[config.mk]
export PLATFORM = sky130hd
export DESIGN_NAME = sensor_frame_deframer_core
export DESIGN_NICKNAME = d
export VERILOG_FILES = /design/src/hdl/sfd_pkg.sv /design/src/hdl/sensor_frame_deframer_core.sv /design/src/hdl/sfd_collector.sv /design/src/hdl/sfd_decode.sv
export SDC_FILE = /design/constraint.sdc
export NUM_CORES = 1
export LEC_CHECK = 0
export BUFFER_PORTS_ARGS = -buffer_cell sky130_fd_sc_hd__buf_2
export CAP_MARGIN = 20
export CORE_ASPECT_RATIO = 0.7
export CORE_MARGIN = 2
export CORE_UTILIZATION = 62
export DETAILED_ROUTE_END_ITERATION = 6
export GPL_TIMING_DRIVEN = 0
export PLACE_DENSITY = 0.82
export SLEW_MARGIN = 20
export SYNTH_ARGS = -nofsm -noshare
export SYNTH_HDL_FRONTEND = slang
export SYNTH_HIERARCHICAL = 1
export SYNTH_SLANG_ARGS = --single-unit
export TNS_END_PERCENT = 20
[constraint.sdc]
create_clock -name clk -period 8.2 [get_ports clk]
set_clock_uncertainty 0.1 [all_clocks]
set_input_delay 1.64 -clock clk [delete_from_list [all_inputs] [get_ports clk]]
set_output_delay 1.64 -clock clk [all_outputs]
set_load 0.02 [all_outputs]
[src/hdl/sfd_pkg.sv]
// shared types and constants for the sensor frame deframer
package sfd_pkg;

  localparam int unsigned ByteW   = 8;
  localparam int unsigned RawW    = 16;
  localparam int unsigned ScaledW = 28;

  // configuration register indexes
  localparam logic [1:0] RegHeader   = 2'd0;
  localparam logic [1:0] RegRateCode = 2'd1;
  localparam logic [1:0] RegYawCode  = 2'd2;

  // result status codes
  typedef enum logic [1:0] {
    ST_OK       = 2'd0,
    ST_BAD_SUM  = 2'd1,
    ST_BAD_TYPE = 2'd2
  } status_t;

  // completed frame handed from the collector to the decoder
  typedef struct packed {
    logic                   sum_ok;
    logic [ByteW-1:0]       frame_type;
    logic signed [RawW-1:0] raw;
  } frame_t;

endpackage

[src/hdl/sensor_frame_deframer_core.sv]
// top level of the sensor frame deframer: config registers and the two stages
//
// Input channel (in_valid/in_ready/in_rx_byte) takes one received serial byte
// per beat. Bytes are dropped until the header byte arrives; then a five-byte
// frame (header, type, data low, data high, checksum) is collected. A header
// byte inside a frame restarts it. Each completed frame gives one result beat
// on the output channel: status, channel, frame type, 16-bit measurement and the
// value in Q16 (rate: raw*4000, yaw: raw*360).
// Throughput: one byte per cycle while in_ready is high. A frame's result passes
// through the frame register, then the result register, before it can be taken.
// When the receiver stalls, the result register holds and the frame register
// absorbs one more completed frame; in_ready drops only when both are full.
// Configuration: cfg_we writes cfg_wdata to register cfg_index (0 header byte,
// 1 rate type code, 2 yaw type code); other indexes are ignored. Write only
// while the block is idle.
// Reset (synchronous, rst_n low) returns to header hunting, empties both
// stages and loads header 0x5A, rate code 1 and yaw code 2.
module sensor_frame_deframer_core (
  input  logic               clk,
  input  logic               rst_n,
  input  logic               cfg_we,
  input  logic [1:0]         cfg_index,
  input  logic [7:0]         cfg_wdata,
  input  logic               in_valid,
  output logic               in_ready,
  input  logic [7:0]         in_rx_byte,
  output logic               out_valid,
  input  logic               out_ready,
  output logic [1:0]         out_status,
  output logic               out_channel,
  output logic [7:0]         out_frame_type,
  output logic signed [15:0] out_meas_value,
  output logic signed [27:0] out_scaled_value_q16
);
  import sfd_pkg::*;

  localparam logic [ByteW-1:0] HeaderRst   = 8'h5A;
  localparam logic [ByteW-1:0] RateCodeRst = 8'h01;
  localparam logic [ByteW-1:0] YawCodeRst  = 8'h02;

  logic [ByteW-1:0] header_r;
  logic [ByteW-1:0] rate_code_r;
  logic [ByteW-1:0] yaw_code_r;
  logic             frm_valid;
  logic             frm_ready;
  frame_t           frm;

  // configuration registers
  always_ff @(posedge clk) begin
    if (!rst_n) begin
      header_r    <= HeaderRst;
      rate_code_r <= RateCodeRst;
      yaw_code_r  <= YawCodeRst;
    end else if (cfg_we) begin
      case (cfg_index)
        RegHeader:   header_r    <= cfg_wdata;
        RegRateCode: rate_code_r <= cfg_wdata;
        RegYawCode:  yaw_code_r  <= cfg_wdata;
        default: begin
        end
      endcase
    end
  end

  sfd_collector u_collector (
    .clk         (clk),
    .rst_n       (rst_n),
    .header_byte (header_r),
    .in_valid    (in_valid),
    .in_ready    (in_ready),
    .in_rx_byte  (in_rx_byte),
    .frm_valid   (frm_valid),
    .frm_ready   (frm_ready),
    .frm         (frm)
  );

  sfd_decode u_decode (
    .clk                  (clk),
    .rst_n                (rst_n),
    .rate_type_code       (rate_code_r),
    .yaw_type_code        (yaw_code_r),
    .frm_valid            (frm_valid),
    .frm_ready            (frm_ready),
    .frm                  (frm),
    .out_valid            (out_valid),
    .out_ready            (out_ready),
    .out_status           (out_status),
    .out_channel          (out_channel),
    .out_frame_type       (out_frame_type),
    .out_meas_value       (out_meas_value),
    .out_scaled_value_q16 (out_scaled_value_q16)
  );

endmodule

[src/hdl/sfd_collector.sv]
// byte collector: header hunt, frame assembly and checksum check
module sfd_collector (
  input  logic                clk,
  input  logic                rst_n,
  input  logic [7:0]          header_byte,
  input  logic                in_valid,
  output logic                in_ready,
  input  logic [7:0]          in_rx_byte,
  output logic                frm_valid,
  input  logic                frm_ready,
  output sfd_pkg::frame_t     frm
);
  import sfd_pkg::*;

  logic [2:0]       byte_count_r, byte_count_nxt;
  logic [ByteW-1:0] frame_bytes_r [4];
  logic             frm_valid_r, frm_valid_nxt;
  frame_t           frm_r;
  logic             accept;
  logic             hdr_hit;
  logic             complete;
  logic [ByteW-1:0] sum;

  // the frame stage takes a new frame when empty or being drained
  assign in_ready = !frm_valid_r || frm_ready;
  assign accept   = in_valid && in_ready;
  assign hdr_hit  = (in_rx_byte == header_byte);
  assign complete = accept && !hdr_hit && (byte_count_r == 3'd4);

  // 8-bit wrapping sum of header, type and data bytes
  assign sum = frame_bytes_r[0] + frame_bytes_r[1] + frame_bytes_r[2] + frame_bytes_r[3];

  // byte count: a header byte always restarts the frame
  always_comb begin
    byte_count_nxt = byte_count_r;
    if (accept) begin
      if (hdr_hit) begin
        byte_count_nxt = 3'd1;
      end else if (byte_count_r == 3'd4) begin
        byte_count_nxt = 3'd0;
      end else if (byte_count_r != 3'd0) begin
        byte_count_nxt = byte_count_r + 3'd1;
      end
    end
  end

  always_comb begin
    frm_valid_nxt = frm_valid_r;
    if (complete) begin
      frm_valid_nxt = 1'b1;
    end else if (frm_ready) begin
      frm_valid_nxt = 1'b0;
    end
  end

  // control state
  always_ff @(posedge clk) begin
    if (!rst_n) begin
      byte_count_r <= 3'd0;
      frm_valid_r  <= 1'b0;
    end else begin
      byte_count_r <= byte_count_nxt;
      frm_valid_r  <= frm_valid_nxt;
    end
  end

  // frame byte store, written at the current position
  always_ff @(posedge clk) begin
    if (accept) begin
      if (hdr_hit) begin
        frame_bytes_r[0] <= in_rx_byte;
      end else if (byte_count_r != 3'd0 && byte_count_r != 3'd4) begin
        frame_bytes_r[byte_count_r[1:0]] <= in_rx_byte;
      end
    end
  end

  // completed frame record
  always_ff @(posedge clk) begin
    if (complete) begin
      frm_r.sum_ok     <= (sum == in_rx_byte);
      frm_r.frame_type <= frame_bytes_r[1];
      frm_r.raw        <= {frame_bytes_r[3], frame_bytes_r[2]};
    end
  end

  assign frm_valid = frm_valid_r;
  assign frm       = frm_r;

`ifndef SYNTH
  a_count_range: assert property (@(posedge clk) disable iff (!rst_n)
    byte_count_r <= 3'd4)
    else $error("byte count out of range");

  a_complete_loads: assert property (@(posedge clk) disable iff (!rst_n)
    complete |=> frm_valid_r)
    else $error("completed frame not held");

  a_hunt_drop: assert property (@(posedge clk) disable iff (!rst_n)
    (accept && byte_count_r == 3'd0 && !hdr_hit) |=> byte_count_r == 3'd0)
    else $error("non-header byte left hunt state");
`endif

endmodule

[src/hdl/sfd_decode.sv]
// frame decoder: type match, Q16 scaling and result register
module sfd_decode (
  input  logic                      clk,
  input  logic                      rst_n,
  input  logic [7:0]                rate_type_code,
  input  logic [7:0]                yaw_type_code,
  input  logic                      frm_valid,
  output logic                      frm_ready,
  input  sfd_pkg::frame_t           frm,
  output logic                      out_valid,
  input  logic                      out_ready,
  output logic [1:0]                out_status,
  output logic                      out_channel,
  output logic [7:0]                out_frame_type,
  output logic signed [15:0]        out_meas_value,
  output logic signed [27:0]        out_scaled_value_q16
);
  import sfd_pkg::*;

  // 2000/32768 and 180/32768 in Q16
  localparam logic signed [ScaledW-1:0] RateScale = 28'sd4000;
  localparam logic signed [ScaledW-1:0] YawScale  = 28'sd360;

  logic                      out_valid_r;
  status_t                   status_r, status_nxt;
  logic                      channel_r, channel_nxt;
  logic [ByteW-1:0]          type_r;
  logic signed [RawW-1:0]    raw_r, raw_nxt;
  logic signed [ScaledW-1:0] scaled_r, scaled_nxt;
  logic signed [ScaledW-1:0] raw_ext;
  logic signed [ScaledW-1:0] scale;
  logic signed [ScaledW-1:0] product;
  logic                      is_rate, is_yaw;
  logic                      load;

  assign frm_ready = !out_valid_r || out_ready;
  assign load      = frm_valid && frm_ready;

  // type match, rate wins when both codes are equal
  assign is_rate = (frm.frame_type == rate_type_code);
  assign is_yaw  = !is_rate && (frm.frame_type == yaw_type_code);

  // one shared multiplier for both scales
  assign raw_ext = ScaledW'(frm.raw);
  assign scale   = is_yaw ? YawScale : RateScale;
  assign product = raw_ext * scale;

  always_comb begin
    status_nxt  = ST_BAD_TYPE;
    channel_nxt = 1'b0;
    raw_nxt     = frm.raw;
    scaled_nxt  = '0;
    if (!frm.sum_ok) begin
      status_nxt = ST_BAD_SUM;
      raw_nxt    = '0;
    end else if (is_rate || is_yaw) begin
      status_nxt  = ST_OK;
      channel_nxt = is_yaw;
      scaled_nxt  = product;
    end
  end

  always_ff @(posedge clk) begin
    if (!rst_n) begin
      out_valid_r <= 1'b0;
    end else if (frm_ready) begin
      out_valid_r <= frm_valid;
    end
  end

  // result payload
  always_ff @(posedge clk) begin
    if (load) begin
      status_r  <= status_nxt;
      channel_r <= channel_nxt;
      type_r    <= frm.frame_type;
      raw_r     <= raw_nxt;
      scaled_r  <= scaled_nxt;
    end
  end

  assign out_valid            = out_valid_r;
  assign out_status           = status_r;
  assign out_channel          = channel_r;
  assign out_frame_type       = type_r;
  assign out_meas_value       = raw_r;
  assign out_scaled_value_q16 = scaled_r;

`ifndef SYNTH
  a_bad_sum_zero: assert property (@(posedge clk) disable iff (!rst_n)
    (out_valid_r && status_r == ST_BAD_SUM) |->
      (raw_r == '0 && scaled_r == '0 && !channel_r))
    else $error("checksum error result carries data");

  a_bad_type_zero: assert property (@(posedge clk) disable iff (!rst_n)
    (out_valid_r && status_r == ST_BAD_TYPE) |-> (scaled_r == '0 && !channel_r))
    else $error("unknown type result carries scaled value");

  a_load_on_frame: assert property (@(posedge clk) disable iff (!rst_n)
    load |=> out_valid_r)
    else $error("decoded frame not presented");
`endif

endmodule
==> impl_metrics.env <==
export IMPL_status="complete, no violations"
export IMPL_maxCapViolations=0
export IMPL_die_h_um=113
export IMPL_post_cts_buffers=0
export IMPL_cts_made_buffers=17
export IMPL_rows=39
export IMPL_ctsHtreeMaxLevel=4
export IMPL_clk_pin_slew_ns=0.06
export IMPL_via_per_inst=5.48
export IMPL_path_cells="xor2_1 -> nor4_4 -> nand2_2 -> a21oi_4 -> buf_4 -> nor2_1 -> fa_1 -> fa_1 -> fa_1 -> fa_1 -> inv_1 -> fa_1 -> inv_1 -> ha_1 -> a21oi_2 -> o21ai_1 -> o21bai_1 -> a2111oi_0 -> o31ai_1 -> mux2i_1"
export IMPL_synth_edff_count=109
export IMPL_start_util_pct=64.0
export IMPL_syn_avg_cell_area_um2=11.3
export IMPL_cp_start_kind="flop"
export IMPL_worst_path_stages=20
export IMPL_first_pass_iters=5
export IMPL_io_pins=80
export IMPL_critPathCaptureType="flop"
export IMPL_overflow=0
export IMPL_wl_per_cell_um=17.5
export IMPL_place_hpwl_um=17000
export IMPL_synth_most_common_cell="inv_1"
export IMPL_antenna_found_initial=1
export IMPL_critical_path_top_delay_family="adder cells"
export IMPL_die_w_um=160
export IMPL_place_gp_congestion=0.961
export IMPL_grt_total_usage_pct=26.9
export IMPL_ctsResizeCount=0
export IMPL_synth_area_leader_cell="edfxtp_1"
export IMPL_drive_above_1_share_pct=14.8
export IMPL_r2r_end="u_decode/out_scaled_value_q16[24]$_SDFFCE_PN0P_"
export IMPL_hold_ws_ns=0.373
export IMPL_endpoint="u_decode/out_scaled_value_q16[24]$_SDFFCE_PN0P_"
export IMPL_power_density_nw_per_um2=133
export IMPL_grt_max_degree=50
export IMPL_async_flop_share_pct=0
export IMPL_diodes=0
export IMPL_slew_viol_final=0
export IMPL_cp_buffers_inverters=3
export IMPL_leakagePower_nw=5.58
export IMPL_synth_commonest_cells="inv_1, edfxtp_1, fa_1"
export IMPL_fin_crit_sh_pct=84.9
export IMPL_root_buffer="clkbuf_16"
export IMPL_setup_slack_ns=1.24
export IMPL_netlist_top_cells_area="edfxtp_1, fa_1, ha_1"
export IMPL_cp_slowest_cell="a2111oi_0"
export IMPL_synth_area_um2=10500
export IMPL_num_nets_final=1265
export IMPL_syn_inst=932
export IMPL_vias=6974
export IMPL_hold_depth=0
export IMPL_synth_top_cell_area_share_pct=31.1
export IMPL_finalSetupTns_ns=0
export IMPL_fp_dieArea_um2=18000
export IMPL_max_slew_margin_rel_pct=44.0
export IMPL_yosysUniqueCellTypes=64
export IMPL_ys_seq_area_share_pct=36.6
export IMPL_max_vdd_ir_drop_uv=103
export IMPL_drc=0
export IMPL_nFillCells=1092
export IMPL_cts_path_max_buffers=2
export IMPL_place_inst=1241
export IMPL_holdCritPathClass="flop to flop"
export IMPL_grt_pass1_wl_um=36900
export IMPL_synth_ff_type="edfxtp_1"
export IMPL_crit_top_cell="fa_1"
export IMPL_fmax_mhz=144
export IMPL_rsz0062_at_grt="false"
export IMPL_clock_sinks=138
export IMPL_setup_viol=0
export IMPL_r2r_cells=20
export IMPL_crit_arrival_ns=7.04
export IMPL_fin_crit_ns=6.96
export IMPL_clk_latency_ns=0.44
export IMPL_tightest_slew_ns=0.819
export IMPL_hold_viol_final=0
export IMPL_portBuffers=76
export IMPL_grt_pass1_vias=7262
export IMPL_drtIter0Drc=563
export IMPL_route_antenna_remaining_nets=0
export IMPL_wirelength_um=22300
export IMPL_core_area_um2=16400
export IMPL_place_ws_ns=1.52
export IMPL_crit_start="u_collector/frm[17]$_DFFE_PP_"
export IMPL_required_ns=8.28
export IMPL_r2r_setup_slack_ns=1.24
export IMPL_yosysWarnings=6
export IMPL_worstPathMaxFanout=10
export IMPL_hold_buffers=0
export IMPL_cts_tree="done"
export IMPL_critPathMaxStageDelay_ns=0.78
export IMPL_finalNonFillerCells=1273
export IMPL_area_delta_synth_final_pct=12.4
export IMPL_timing_rr_start="u_collector/frm[17]$_DFFE_PP_"
export IMPL_critPathKind="flop to flop"
export IMPL_synth_seq_cells=138
export IMPL_fin_util_pct=72.0
cell families after synthesis:
group | share of synthesized area (%)
buffers and inverters | 8.66
adders and majority gates | 32.4
and+or+nand+nor | 9.74
DFF | 36.6
AOI/OAI and AO/OA | 4.93
xor gates and xnor gates | 5.24
muxes | 2.39
other | 0.0356
routing by layer:
layer,global-route usage [%],wire length [µm],vias to the layer above
met4,8.67,375,0
met2,41.9,10000,297
met5,0,0,-
met3,7.26,2210,36
li1,-,-,3218
met1,37.2,9640,3423
area by class of cell:
type	instances	area (µm²)	share of cell area, %
inverters	213	800	6.76
plain buffers	17	111	0.941
repair buffers	82	438	3.70
flip-flops and latches	138	3850	32.6
clock inverters	12	110	0.930
clock buffers	20	447	3.77
well taps	225	282	2.38
multi-input cells	566	5790	49.0
flip-flops by register name, indices dropped and copies added, names as in the netlist:
signal / flops
u_collector/frame_bytes_r: 32
u_collector/frm: 25
u_decode/out_scaled_value_q16: 25
u_decode/out_meas_value: 16
header_r: 8
rate_code_r: 8
u_decode/out_frame_type: 8
yaw_code_r: 8
u_collector/byte_count_r: 3
u_decode/out_status: 2
u_collector/frm_valid: 1
u_decode/out_channel: 1
u_decode/out_valid: 1
metrics by stage:
step,area [µm²],power [mW]
floorplan,10500,0.819
global placement,11200,0.840
detailed placement,11300,0.842
CTS,11800,1.58
global route,11800,1.61
finish,11800,1.57
power by group:
| group | internal [mW] | switching [mW] | total (mW) |
|---|---|---|---|
| Combinational | 0.0305 | 0.0444 | 0.0748 |
| Sequential | 0.752 | 0.00341 | 0.755 |
| Clock | 0.428 | 0.314 | 0.742 |
layout by cell type, fill, tap and decap left out, types with 4 or more instances in the layout:
cell	instances
inv_2	6
nor2b_1	4
a21o_1	7
o21bai_1	4
xnor2_1	32
xor2_1	31
nor3_1	6
inv_1	207
nand2_2	4
buf_4	10
ha_1	98
nor4_4	4
o21ai_0	12
nand2b_1	7
buf_2	81
fa_1	109
a21oi_1	16
nand3_1	11
nor2_1	53
o211ai_1	6
edfxtp_1	109
clkbuf_1	7
inv_6	4
nand2_1	55
dfxtp_1	29
mux2i_1	24
clkbuf_16	17
and2_1	18
worst min-delay path by stage:
stage | start | to | slack (ns)
after floorplan | u_collector/frame_bytes_r[3][6]$_DFFE_PP_ | u_collector/frm[14]$_DFFE_PP_ | 0.33
after global placement | u_collector/frm_valid$_SDFFE_PN0P_ | u_decode/out_valid$_SDFFE_PN0N_ | 0.35
after detailed placement | u_collector/frame_bytes_r[3][7]$_DFFE_PP_ | u_collector/frm[15]$_DFFE_PP_ | 0.36
after CTS | yaw_code_r[7]$_SDFFE_PN0P_ | yaw_code_r[7]$_SDFFE_PN0P_ | 0.37
after global routing | rate_code_r[1]$_SDFFE_PN0P_ | rate_code_r[1]$_SDFFE_PN0P_ | 0.39
final | u_collector/frame_bytes_r[3][7]$_DFFE_PP_ | u_collector/frm[15]$_DFFE_PP_ | 0.37
worst register-to-register path, delay by kind of cell, from the launching register on:
kind,cells,cell delay (ns)
AOI/OAI and AO/OA,6,1.75
xor gates and xnor gates,1,0.23
adders and majority gates,6,3.00
buffers and inverters,3,0.37
DFF,1,0.45
muxes,1,0.14
and+or+nand+nor,3,0.66
No activity file was read; power rests on OpenSTA's default activity.
